[src/hw/rtl/integer_to_radix_digits_defines.svh]
// Assertion macros shared by the integer_to_radix_digits RTL.
`ifndef INTEGER_TO_RADIX_DIGITS_DEFINES_SVH
`define INTEGER_TO_RADIX_DIGITS_DEFINES_SVH

// Same-cycle implication, checked on every rising edge outside reset.
`define ITRD_ASSERT_NOW(label, ante, cons, msg) \
  label: assert property (@(posedge clk) disable iff (rst) (ante) |-> (cons)) \
    else $error(msg);

// Next-cycle implication, checked on every rising edge outside reset.
`define ITRD_ASSERT_NEXT(label, ante, cons, msg) \
  label: assert property (@(posedge clk) disable iff (rst) (ante) |=> (cons)) \
    else $error(msg);

`endif

[src/hw/rtl/itrd_pkg.sv]
// Shared constants, types and helper functions for the radix digit converter.
`default_nettype none
package itrd_pkg;

  localparam int VALUE_BITS = 31;
  localparam int RADIX_W    = 6;
  localparam int DIGIT_W    = 6;
  localparam int CHAR_W     = 7;
  localparam int COUNT_W    = $clog2(VALUE_BITS + 1);
  localparam int IDX_W      = $clog2(VALUE_BITS);
  localparam int STEP_W     = $clog2(VALUE_BITS);
  localparam int S_DATA_W   = ((VALUE_BITS + 7) / 8) * 8;
  localparam int M_DATA_W   = ((CHAR_W + 7) / 8) * 8;
  localparam int PADDR_W    = 3;
  localparam int PDATA_W    = 32;

  localparam logic [RADIX_W-1:0] RADIX_MIN   = RADIX_W'(2);
  localparam logic [RADIX_W-1:0] RADIX_MAX   = RADIX_W'(36);
  localparam logic [RADIX_W-1:0] RADIX_RESET = RADIX_W'(10);
  localparam logic [DIGIT_W-1:0] DEC_DIGITS  = DIGIT_W'(10);
  localparam logic [CHAR_W-1:0]  CHAR_ZERO   = 7'h30;
  localparam logic [CHAR_W-1:0]  CHAR_A      = 7'h41;

  // Register index, taken from paddr above the byte offset.
  localparam logic [PADDR_W-3:0] REG_RADIX = '0;

  typedef enum logic [2:0] {
    ST_IDLE,
    ST_START,
    ST_DIVIDE,
    ST_FETCH,
    ST_SEND
  } itrd_state_t;

  // Result of one divider pass.
  typedef struct packed {
    logic                  done;
    logic [VALUE_BITS-1:0] quotient;
    logic [DIGIT_W-1:0]    remainder;
  } itrd_div_result_t;

  function automatic logic [RADIX_W-1:0] effective_radix(input logic [RADIX_W-1:0] r);
    logic [RADIX_W-1:0] res;
    res = r;
    if (r < RADIX_MIN) res = RADIX_MIN;
    if (r > RADIX_MAX) res = RADIX_MAX;
    return res;
  endfunction

  function automatic logic [CHAR_W-1:0] digit_to_ascii(input logic [DIGIT_W-1:0] d);
    logic [CHAR_W-1:0] c;
    if (d < DEC_DIGITS) c = CHAR_ZERO + CHAR_W'(d);
    else c = CHAR_A + CHAR_W'(d - DEC_DIGITS);
    return c;
  endfunction

endpackage
`default_nettype wire

[src/hw/rtl/itrd_ram.sv]
// Generic single-write, single-read RAM with registered read data.
`default_nettype none
module itrd_ram #(
  parameter int WIDTH = 8,
  parameter int DEPTH = 32
) (
  input  wire logic                     clk,
  input  wire logic                     we,
  input  wire logic [$clog2(DEPTH)-1:0] waddr,
  input  wire logic [WIDTH-1:0]         wdata,
  input  wire logic [$clog2(DEPTH)-1:0] raddr,
  output logic      [WIDTH-1:0]         rdata
);

  logic [WIDTH-1:0] mem [DEPTH];

  always_ff @(posedge clk) begin
    if (we) begin
      mem[waddr] <= wdata;
    end
    rdata <= mem[raddr];
  end

endmodule
`default_nettype wire

[src/hw/rtl/itrd_divider.sv]
// Bit-serial restoring divider: one quotient bit per cycle.
`default_nettype none
module itrd_divider
  import itrd_pkg::*;
(
  input  wire logic                  clk,
  input  wire logic                  rst,
  input  wire logic                  start,
  input  wire logic [VALUE_BITS-1:0] dividend,
  input  wire logic [RADIX_W-1:0]    divisor,
  output itrd_div_result_t           result
);

  logic [VALUE_BITS-1:0] quo;
  logic [DIGIT_W-1:0]    rem;
  logic [STEP_W-1:0]     step;
  logic                  busy;
  logic                  done;

  logic [DIGIT_W:0] trial;
  logic [DIGIT_W:0] diff;
  logic             fits;

  // Shift the next dividend bit into the partial remainder and try a subtract.
  always_comb begin
    trial = {rem, quo[VALUE_BITS-1]};
    diff  = trial - {{(DIGIT_W + 1 - RADIX_W){1'b0}}, divisor};
    fits  = trial >= {{(DIGIT_W + 1 - RADIX_W){1'b0}}, divisor};
  end

  always_ff @(posedge clk) begin
    if (rst) begin
      busy <= 1'b0;
      done <= 1'b0;
      step <= '0;
    end else begin
      done <= 1'b0;
      if (start) begin
        busy <= 1'b1;
        step <= STEP_W'(VALUE_BITS - 1);
      end else if (busy) begin
        step <= step - 1'b1;
        if (step == '0) begin
          busy <= 1'b0;
          done <= 1'b1;
        end
      end
    end
  end

  always_ff @(posedge clk) begin
    if (start) begin
      quo <= dividend;
      rem <= '0;
    end else if (busy) begin
      quo <= {quo[VALUE_BITS-2:0], fits};
      rem <= fits ? diff[DIGIT_W-1:0] : trial[DIGIT_W-1:0];
    end
  end

  assign result.done      = done;
  assign result.quotient  = quo;
  assign result.remainder = rem;

endmodule
`default_nettype wire

[src/hw/rtl/integer_to_radix_digits.sv]
// Top level of the integer to ASCII radix digit converter.
// Each digit takes a start state, VALUE_BITS = 31 divider steps and the divider's done pulse.
// An item of n digits runs n divider passes, then a FETCH and a SEND state per output beat.
// The bit-serial divider sets the rate; the block takes a new value only once the last beat is gone.
// Reset is synchronous and active high: radix returns to 10, the sequencer goes idle.
// The digit store is not cleared; every entry read was written during the same conversion.
`default_nettype none
`include "integer_to_radix_digits_defines.svh"
module integer_to_radix_digits
  import itrd_pkg::*;
(
  input  wire logic                clk,
  input  wire logic                rst,
  // Input stream. s_tdata: value in [30:0], zero fill above.
  input  wire logic                s_tvalid,
  output logic                     s_tready,
  input  wire logic [S_DATA_W-1:0] s_tdata,
  // Output stream. m_tdata: digit_char in [6:0], zero fill above. m_tlast: last_digit.
  output logic                     m_tvalid,
  input  wire logic                m_tready,
  output logic      [M_DATA_W-1:0] m_tdata,
  output logic                     m_tlast,
  // Configuration port.
  input  wire logic                psel,
  input  wire logic                penable,
  input  wire logic                pwrite,
  input  wire logic [PADDR_W-1:0]  paddr,
  input  wire logic [PDATA_W-1:0]  pwdata,
  output logic      [PDATA_W-1:0]  prdata,
  output logic                     pready
);

  itrd_state_t state, state_next;

  logic [RADIX_W-1:0]    radix;
  logic [VALUE_BITS-1:0] working_quotient;
  logic [COUNT_W-1:0]    digit_count;
  logic [IDX_W-1:0]      idx;

  logic                  div_start;
  itrd_div_result_t      div_res;
  logic                  ram_we;
  logic [DIGIT_W-1:0]    ram_rdata;
  logic                  in_beat;
  logic                  out_beat;
  logic                  cfg_write;
  logic                  has_room;

  assign in_beat   = s_tvalid && s_tready;
  assign out_beat  = m_tvalid && m_tready;
  assign has_room  = digit_count < COUNT_W'(VALUE_BITS);

  // The configuration register sits at byte address 0; the low two address
  // bits are the byte offset and are ignored.
  assign pready    = 1'b1;
  assign cfg_write = psel && penable && pwrite && pready;

  always_ff @(posedge clk) begin
    if (rst) begin
      radix <= RADIX_RESET;
    end else if (cfg_write && (paddr[PADDR_W-1:2] == REG_RADIX)) begin
      radix <= pwdata[RADIX_W-1:0];
    end
  end

  always_comb begin
    prdata = '0;
    if (paddr[PADDR_W-1:2] == REG_RADIX) begin
      prdata = {{(PDATA_W - RADIX_W){1'b0}}, radix};
    end
  end

  // The shared divider produces one remainder digit per pass. The radix is
  // saturated into the range 2 to 36 before it reaches the divisor input.
  itrd_divider u_divider (
    .clk      (clk),
    .rst      (rst),
    .start    (div_start),
    .dividend (working_quotient),
    .divisor  (effective_radix(radix)),
    .result   (div_res)
  );

  // Remainders are stored least significant first and read back in reverse.
  itrd_ram #(
    .WIDTH (DIGIT_W),
    .DEPTH (VALUE_BITS)
  ) u_digit_store (
    .clk   (clk),
    .we    (ram_we),
    .waddr (digit_count[IDX_W-1:0]),
    .wdata (div_res.remainder),
    .raddr (idx),
    .rdata (ram_rdata)
  );

  // Next-state logic. A conversion loops through START and DIVIDE until the
  // quotient reaches zero, so a zero value still yields one digit.
  always_comb begin
    state_next = state;
    case (state)
      ST_IDLE: begin
        if (in_beat) state_next = ST_START;
      end
      ST_START: begin
        state_next = ST_DIVIDE;
      end
      ST_DIVIDE: begin
        if (div_res.done) begin
          state_next = (div_res.quotient == '0) ? ST_FETCH : ST_START;
        end
      end
      ST_FETCH: begin
        state_next = ST_SEND;
      end
      ST_SEND: begin
        if (out_beat) state_next = (idx == '0) ? ST_IDLE : ST_FETCH;
      end
      default: state_next = ST_IDLE;
    endcase
  end

  // Outputs of the sequencer.
  always_comb begin
    s_tready  = 1'b0;
    div_start = 1'b0;
    m_tvalid  = 1'b0;
    ram_we    = 1'b0;
    case (state)
      ST_IDLE:   s_tready  = 1'b1;
      ST_START:  div_start = 1'b1;
      ST_DIVIDE: ram_we    = div_res.done && has_room;
      ST_SEND:   m_tvalid  = 1'b1;
      default: ;
    endcase
  end

  always_ff @(posedge clk) begin
    if (rst) begin
      state       <= ST_IDLE;
      digit_count <= '0;
      idx         <= '0;
    end else begin
      state <= state_next;
      case (state)
        ST_IDLE: begin
          if (in_beat) digit_count <= '0;
        end
        ST_DIVIDE: begin
          if (div_res.done) begin
            if (has_room) digit_count <= digit_count + 1'b1;
            // The digit just written is the most significant one.
            if (div_res.quotient == '0) idx <= digit_count[IDX_W-1:0];
          end
        end
        ST_SEND: begin
          if (out_beat && (idx != '0)) idx <= idx - 1'b1;
        end
        default: ;
      endcase
    end
  end

  always_ff @(posedge clk) begin
    if (rst) begin
      working_quotient <= '0;
    end else if (in_beat) begin
      working_quotient <= s_tdata[VALUE_BITS-1:0];
    end else if ((state == ST_DIVIDE) && div_res.done) begin
      working_quotient <= div_res.quotient;
    end
  end

  // The store read data is registered and stays put while a beat stalls,
  // because idx only moves after the beat is taken.
  assign m_tdata = {{(M_DATA_W - CHAR_W){1'b0}}, digit_to_ascii(ram_rdata)};
  assign m_tlast = (idx == '0);

  `ITRD_ASSERT_NOW(a_one_side_busy, m_tvalid, !s_tready, "input taken while a beat is pending")
  `ITRD_ASSERT_NOW(a_done_in_divide, div_res.done, state == ST_DIVIDE, "divider done out of place")
  `ITRD_ASSERT_NOW(a_count_bound, 1'b1, digit_count <= COUNT_W'(VALUE_BITS), "digit count overflow")
  `ITRD_ASSERT_NEXT(a_idx_step, out_beat && (idx != '0),
                    (state == ST_FETCH) && (idx == $past(idx) - 1'b1), "bad digit index step")

endmodule
`default_nettype wire

[config.mk]
export PLATFORM = sky130hd
export DESIGN_NAME = integer_to_radix_digits
export DESIGN_NICKNAME = d
export VERILOG_FILES = /design/src/hw/rtl/itrd_pkg.sv /design/src/hw/rtl/itrd_ram.sv /design/src/hw/rtl/itrd_divider.sv /design/src/hw/rtl/integer_to_radix_digits.sv
export VERILOG_INCLUDE_DIRS = /design/src /design/src/hw/rtl
export SDC_FILE = /design/constraint.sdc
export NUM_CORES = 1
export LEC_CHECK = 0
export BUFFER_PORTS_ARGS = -buffer_cell sky130_fd_sc_hd__buf_4
export CORE_UTILIZATION = 45
export DETAILED_ROUTE_END_ITERATION = 12
export GPL_TIMING_DRIVEN = 0
export PLACE_DENSITY = 0.66
export RECOVER_POWER = 25
export SLEW_MARGIN = 20
export SYNTH_ARGS = -nofsm -noshare
export SYNTH_HDL_FRONTEND = slang
export SYNTH_HIERARCHICAL = 1
export SYNTH_SLANG_ARGS = --single-unit
[constraint.sdc]
create_clock -name clk -period 2.35 [get_ports clk]
set_input_delay 0.235 -clock clk [delete_from_list [all_inputs] [get_ports clk]]
set_output_delay 0.235 -clock clk [all_outputs]
set_load 0.02 [all_outputs]
**Word level (Yosys, flattened, before mapping)**

Memories as Yosys holds them, arrays and structs flattened. A register that Yosys moved wholly into a read port is not among the register bits.
Index checks and enable logic that the tools add are counted.
Widths: inputs -> output; s select.

- Order comparisons: 5
- Multiplexer cells: 35
- $add $sub $neg: 7
- Reduce and logical (&&, ||, !) cells: 22
- Bitwise operators: 2
- Equal/unequal tests: 10

Operators by type and width:

| operator | number |
|---|---|
| $mux 31 | 4 |
| $mux 5 | 8 |
| $logic_not 31->1 | 1 |
| $mux 6 | 4 |
| $pmux 5 s2 | 2 |
| $pmux 3 s5 | 1 |
| $logic_not 5->1 | 2 |
| $mux 1 | 10 |
| $ne 2x2->1 const B | 5 |
| $sub 5x1->5 const B | 2 |
| $mux 3 | 3 |
| $logic_and 1x1->1 | 8 |
| $reduce_and 4->1 | 2 |
| $reduce_bool 2->1 | 4 |
| $add 6x6->7 const A | 1 |
| $add 7x7->7 const A | 1 |
| $ge 7x6->1 | 1 |
| $mux 7 | 1 |
| $sub 6x4->7 const B | 1 |
| $eq 3x2->1 const B | 2 |
| $gt 6x6->1 const B | 1 |
| $lt 6x2->1 const B | 1 |
| $lt 6x4->1 const B | 1 |
| $sub 6x6->6 | 1 |
| other kinds (12) | 14 |

- Bits of input ports: 74
- Logic and storage cells: 93
- Output and inout port bits: 44
- Memories kept: 1
- RAM bits: 186
- Bits in registers: 94

Memories:

| memory | words | bits a word | rd ports | clocked after memory_dff | write ports | line | source |
|---|---|---|---|---|---|---|---|
| u_digit_store.mem | 31 | 6 | 1 | 1 | 1 | itrd_ram.sv:15 | `logic [WIDTH-1:0] mem [DEPTH];` |

**Depth between registers and ports, before layout**

- Depth after elaboration: 6
- Mapped depth: 10
- Mapped depth without buffers: 10

**Modules after synthesis**

Netlist, hierarchy kept.

By module, submodules not included:

| module | area each (sq um) | seq. area each (sq um) | instances | cells each |
|---|---|---|---|---|
| itrd_ram | 7,542.2 | 5,705.5 | 1 | 387 |
| integer_to_radix_digits | 2,825.2 | 1,001.0 | 1 | 340 |
| itrd_divider | 2,195.9 | 1,191.1 | 1 | 179 |

**Worst setup path after synthesis**

OpenSTA, ideal clock, no wires.

- Path kind: flip-flop to flip-flop
- Start point: reg u_divider.rem[3]
- End point: reg u_divider.rem[1]
- Path slack: -125 ps
- Path buffers: 1
- Required time: 2,223 ps
- Setup time: 127 ps
- Stages on the path, launching flop included: 8
- Period minus slack after synthesis: 2,475 ps
- Arrival time: 2,348 ps
- Path through: dfxtp_1 > ha_1 > a21o_1 > a211o_1 > a41o_1 > buf_6 > nor4bb_1 > or3_1

- Word-level cells in the longest chain between the ends: 2

RTL lines:

| element | line | source |
|---|---|---|
| start: declaration | itrd_divider.sv:15 | `logic [DIGIT_W-1:0] rem;` |
| start signal: assignment | itrd_divider.sv:57 | `rem <= fits ? diff[DIGIT_W-1:0] : trial[DIGIT_W-1:0];` |
| $ge 7x6->1 | itrd_divider.sv:28 | `fits = trial >= {{(DIGIT_W + 1 - RADIX_W){1'b0}}, divisor};` |
| $mux 6 | itrd_divider.sv:57 |  |

Every way passes these cells.
A chain may end at the register's enable or synchronous reset.

**Final worst setup path**

- Start point: reg radix[2]
- End point: reg u_divider.rem[1]

- Word-level cells in the longest chain between the ends: 5
- Elaborated cells between the ends (all ways): 7
- Those cells by class: add/sub: 1; order compare: 3; mux: 3

RTL lines:

| element | line | source |
|---|---|---|
| start: declaration | integer_to_radix_digits.sv:35 | `logic [RADIX_W-1:0] radix;` |
| start signal: assignment | integer_to_radix_digits.sv:62 | `radix <= pwdata[RADIX_W-1:0];` |
| $lt 6x2->1 | itrd_pkg.sv:45 | `if (r < RADIX_MIN) res = RADIX_MIN;` |
| $mux 6 | itrd_pkg.sv:45 |  |
| $mux 6 * | itrd_pkg.sv:46 | `if (r > RADIX_MAX) res = RADIX_MAX;` |
| $sub 6x6->6 / $ge 7x6->1 (equally long branches) | itrd_divider.sv:27, itrd_divider.sv:28 |  |
| $mux 6 * | itrd_divider.sv:57 |  |

Mark *: on every way between the ends. The rest lies on a longest branch, timed or not.

==> qor_table.md <==
| Group | Metric | Reported |
|:---|:---|:---|
| cts | Root Driver | sky130_fd_sc_hd__clkbuf_16 |
| cts | Number of sinks driven by the clock tree | 286 |
| yosys | Asr flop ratio synth | 0% |
| detailed routing | First-iteration detailed-routing DRC count | 545 |
| final layout | Area growth from synthesis to final layout | 21.9% |
| yosys | Cell type with the highest aggregate area in the netlist | sky130_fd_sc_hd__edfxtp_1 |
| detailed routing | First-pass iteration count of the detailed router | 5 |
| yosys | Number of synthesized register bits | 286 |
| global routing | Total track usage | 20.2% |
| worst setup path | Startpoint kind of the worst setup timing path | register |
| worst setup path | Delay of the slowest cell on the worst path | 0.36 ns |
| cts | TritonCTS clock tree | done |
| timing | Fmax | 0.434 GHz |
| yosys | Most used flip-flop cell after synthesis | sky130_fd_sc_hd__edfxtp_1 |
| worst setup path | Cell Chain, Critical Path | nor3_4 -> maj3_2 -> inv_1 -> ha_1 -> nand2_1 -> o21ai_1 -> a41o_1 -> buf_6 -> nor4bb_1 -> or3_1 |
| cts | Buffer depth of the longest clock path | 3 |
| final layout | Share of layout cells above drive strength 1 | 26.9% |
| floorplan | Overall die area | 28600 um^2 |
| detailed routing | Routed via count | 7941 |
| placed design | Routability cong. | 0.830 |
| cts | TritonCTS Buffers | 30 |
| timing | Setup_tns | 0 ns |
| global routing | Vias in the first global route | 7819 |
| timing | Slew at the pin closest to its max-slew limit | 0.667 ns |
| detailed routing | Remaining routing DRC violations | 0 |
| timing | Final cycle utilization of the critical path | 98.1% |
| outcome | Outcome | completed |
| yosys | Number of synthesized flops with an enable pin | 217 |
| yosys | Average footprint of a synthesized cell | 13.9 um^2 |
| worst setup path | Worst setup path startpoint | radix[2]$_SDFFE_PP0P_ |
| yosys | Synth cell types | 73 |
| timing | Clk_skew | 0.0233 ns |
| timing | Worst slack on hold paths | 0.0677 ns |
| job | Max-capacitance violation count | 0 |
| worst setup path | Register-to-Register Setup Slack | 0.05 ns |
| yosys | Post-synthesis sequential area ratio | 62.9% |
| cts | Worst-Skew Late Latency | 0.55 ns |
| worst setup path | Worst R2R Start | radix[2]$_SDFFE_PP0P_ |
| final layout | Final nets | 1156 |
| detailed routing | Number of nets still failing antenna checks after routing | 0 |
| yosys | Synth Cell Area | 12600 um^2 |
| yosys | Syn Inst Count | 906 |
| placed design | Post-Place Worst Slack | -0.766 ns |
| cts | Deepest level of the CTS H-tree | 1 |
| worst setup path | Crit path buf inv count | 2 |
| final layout | Total non-filler cell area in the finished layout | 15300 um^2 |
| worst hold path | Worst min-delay path startpoint | m_tready |
| worst setup path | Arrival time reported for the critical path endpoint | 2.74 ns |
| global routing | First-pass GRT wire length | 44.1 mm |
| global routing | Pin count of the biggest net entering global routing | 35 |
| floorplan | I/O Pins | 118 |
| timing | Final number of hold-violating endpoints | 0 |
| final layout | End-of-flow core utilization | 56.3% |
| floorplan | Height of the die | 169 um |
| worst setup path | Largest delay contributor family on the critical path | simple AND/OR/NAND/NOR gates |
| yosys | Yosys warns | 6 |
| placed design | Cell area after placement | 13600 um^2 |
| global routing | Global route total overflow | 0 |
| detailed routing | Per-cell routed wire length | 19.5 um |
| placed design | Detailed Place HPWL | 18.3 mm |
| placed design | Total of buffers placed on input and output ports | 60 |
| worst hold path | Class of the tightest hold or removal check | primary input to register |
| timing | Clock period minus final worst setup slack | 2.30 ns |
| worst setup path | Slowest CP cell | sky130_fd_sc_hd__or3_1 |
| floorplan | Core footprint | 27200 um^2 |
| worst setup path | Category of the most critical setup path | register to register |
| floorplan | FP Rows | 60 |
| worst setup path | Critical path peak fanout | 10 |
| timing | Setup repair after global routing missed its margin | true |
| timing | Slew Limit Headroom | 55.5% |
| global routing | Number of antenna violations at the first check in global routing | 0 |
| timing | Final setup vio count | 0 |
| final layout | Number of diodes | 0 |
| yosys | Cell with the most instances after synthesis | sky130_fd_sc_hd__edfxtp_1 |
| yosys | Share of Yosys cell area claimed by the top area cell type | 51.9% |
| yosys | Leading cell types by count after synthesis | sky130_fd_sc_hd__edfxtp_1, sky130_fd_sc_hd__nor2_1, sky130_fd_sc_hd__dfxtp_1, sky130_fd_sc_hd__nand2_1, sky130_fd_sc_hd__mux2i_1 |
| detailed routing | Routed wire length | 28.6 mm |
| power | Power Density | 888 nW/um^2 |
| floorplan | Initial core utilization | 46.2% |
| floorplan | Chip width | 169 um |
| worst setup path | Data required time at the worst endpoint | 2.78 ns |
| power | Leak | 5.35 nW |
| cts | Worst-path clk slew | 0.06 ns |
| yosys | Synth top area cells | sky130_fd_sc_hd__edfxtp_1, sky130_fd_sc_hd__dfxtp_1, sky130_fd_sc_hd__mux4_2 |
| timing | Max-slew violation count | 0 |
| worst setup path | Category of the worst setup path capture point | register |
| timing | Worst setup slack after layout | 0.0458 ns |
| power | Worst voltage drop across the vdd grid | 705 uV |
| detailed routing | Per-cell via count in the routed design | 5.42 |
[tightest hold or removal path, stage by stage]
cell	delay, ns
sky130_fd_sc_hd__buf_4	0.10
sky130_fd_sc_hd__nand2_1	0.06
sky130_fd_sc_hd__nand4_1	0.09
sky130_fd_sc_hd__a221oi_1	0.08
[cell type report]
| type | instances | area (um^2) |
|---|---|---|
| Inverter | 24 | 91.3 |
| Buffer | 75 | 480 |
| Clock buffer | 44 | 866 |
| Multi-Input combinational cell | 547 | 4460 |
| Clock inverter | 12 | 148 |
| Fill cell | 2238 | 11900 |
| Tap cell | 372 | 465 |
| Timing Repair Buffer | 104 | 880 |
| Sequential cell | 286 | 7920 |
[cells in the final DEF (no fill, tap or decap), types with 6 or more instances in the layout]
cell type	synthesis	layout
sky130_fd_sc_hd__nor4_1	7	7
sky130_fd_sc_hd__xnor2_1	9	9
sky130_fd_sc_hd__nor3_1	11	9
sky130_fd_sc_hd__or3_1	7	7
sky130_fd_sc_hd__ha_1	13	11
sky130_fd_sc_hd__nor2_4	0	16
sky130_fd_sc_hd__nor2_1	77	47
sky130_fd_sc_hd__a22oi_1	36	36
sky130_fd_sc_hd__inv_1	23	23
sky130_fd_sc_hd__mux4_2	29	29
sky130_fd_sc_hd__nor2_2	0	14
sky130_fd_sc_hd__nand2_1	54	54
sky130_fd_sc_hd__a21oi_1	40	38
sky130_fd_sc_hd__dlygate4sd3_1	0	38
sky130_fd_sc_hd__buf_2	15	15
sky130_fd_sc_hd__o21ai_0	15	14
sky130_fd_sc_hd__mux2_2	34	34
sky130_fd_sc_hd__nand3b_1	7	7
sky130_fd_sc_hd__nand3_1	12	11
sky130_fd_sc_hd__edfxtp_1	217	217
sky130_fd_sc_hd__dfxtp_1	69	59
sky130_fd_sc_hd__nor2b_1	14	14
sky130_fd_sc_hd__a211oi_1	12	12
sky130_fd_sc_hd__xor2_1	6	6
sky130_fd_sc_hd__mux2i_1	41	41
sky130_fd_sc_hd__buf_4	33	98
sky130_fd_sc_hd__clkbuf_1	18	25
sky130_fd_sc_hd__nor3b_1	6	6
sky130_fd_sc_hd__buf_6	5	6
sky130_fd_sc_hd__conb_1	2	28
sky130_fd_sc_hd__nand4_1	10	10
sky130_fd_sc_hd__clkbuf_16	0	32
sky130_fd_sc_hd__nand2b_1	11	10
[power breakdown]
part / total, W / internal [W] / switching, W
Combinational: 0.00191 / 0.000888 / 0.00103
Clock: 0.00479 / 0.00288 / 0.00191
Sequential: 0.00689 / 0.00628 / 0.000612
[kinds of logic (layout without fill, tap and decap cells)]
| logic type | after synthesis | after routing | synth area share [%] |
|---|---|---|---|
| adder cells (fa/ha/maj) | 15 | 15 | 1.53 |
| XOR/XNOR | 15 | 15 | 1.05 |
| flip-flops | 286 | 286 | 62.9 |
| AND/OR/NAND/NOR | 242 | 243 | 9.73 |
| AO/OA/AOI/OAI | 136 | 136 | 7.53 |
| other | 2 | 28 | 0.0598 |
| multiplexers | 110 | 110 | 12.7 |
| buffers and inverters | 100 | 259 | 4.56 |
[flip-flops by register name, indices dropped and copies added (netlist names)]
signal and cells:
radix 6, u_digit_store/mem 186, u_divider/quo 31, u_divider/step 5, idx 5, working_quotient 31
u_divider/busy 1, digit_count 5, state 3, u_digit_store/rdata 6, u_divider/done 1, u_divider/rem 6
[final timing paths]
check / to / cells after the start
max: u_divider/rem[1]$_SDFFE_PP0P_ / 10
max reg2reg: u_divider/rem[1]$_SDFFE_PP0P_ / 10
min reg2reg: working_quotient[18]$_SDFFE_PP0P_ / 2
min: state[2]$_SDFFE_PP0P_ / 4
[per-layer routing]
layer	vias to the layer above	routed length, um	global-route usage [%]	part of all wire [%]
li1	3727	-	-	-
met1	3954	12300	27.1	43
met2	224	14200	35.1	50
met3	36	1650	2.71	5.8
met4	0	429	4.39	1.5
met5	-	0	0	0
[through the flow]
stage,power [W],cells
final,0.0136,1464
after global routing,0.0141,1464
after CTS,0.0136,1462
after detailed placement,0.00874,1364
after global placement,0.00869,1364
after floorplan,0.00804,932
[repair_timing]
item                                   in CTS  in global routing
pin swaps                                   6                 11
hold buffers                               38                  0
cloned                                      1                  0
gates resized for setup                    61                 19
endpoints found under the hold margin      43                  0
buffers inserted                            4                  2
setup endpoints to repair                 234                116
Power figures use the tool's default switching activity.
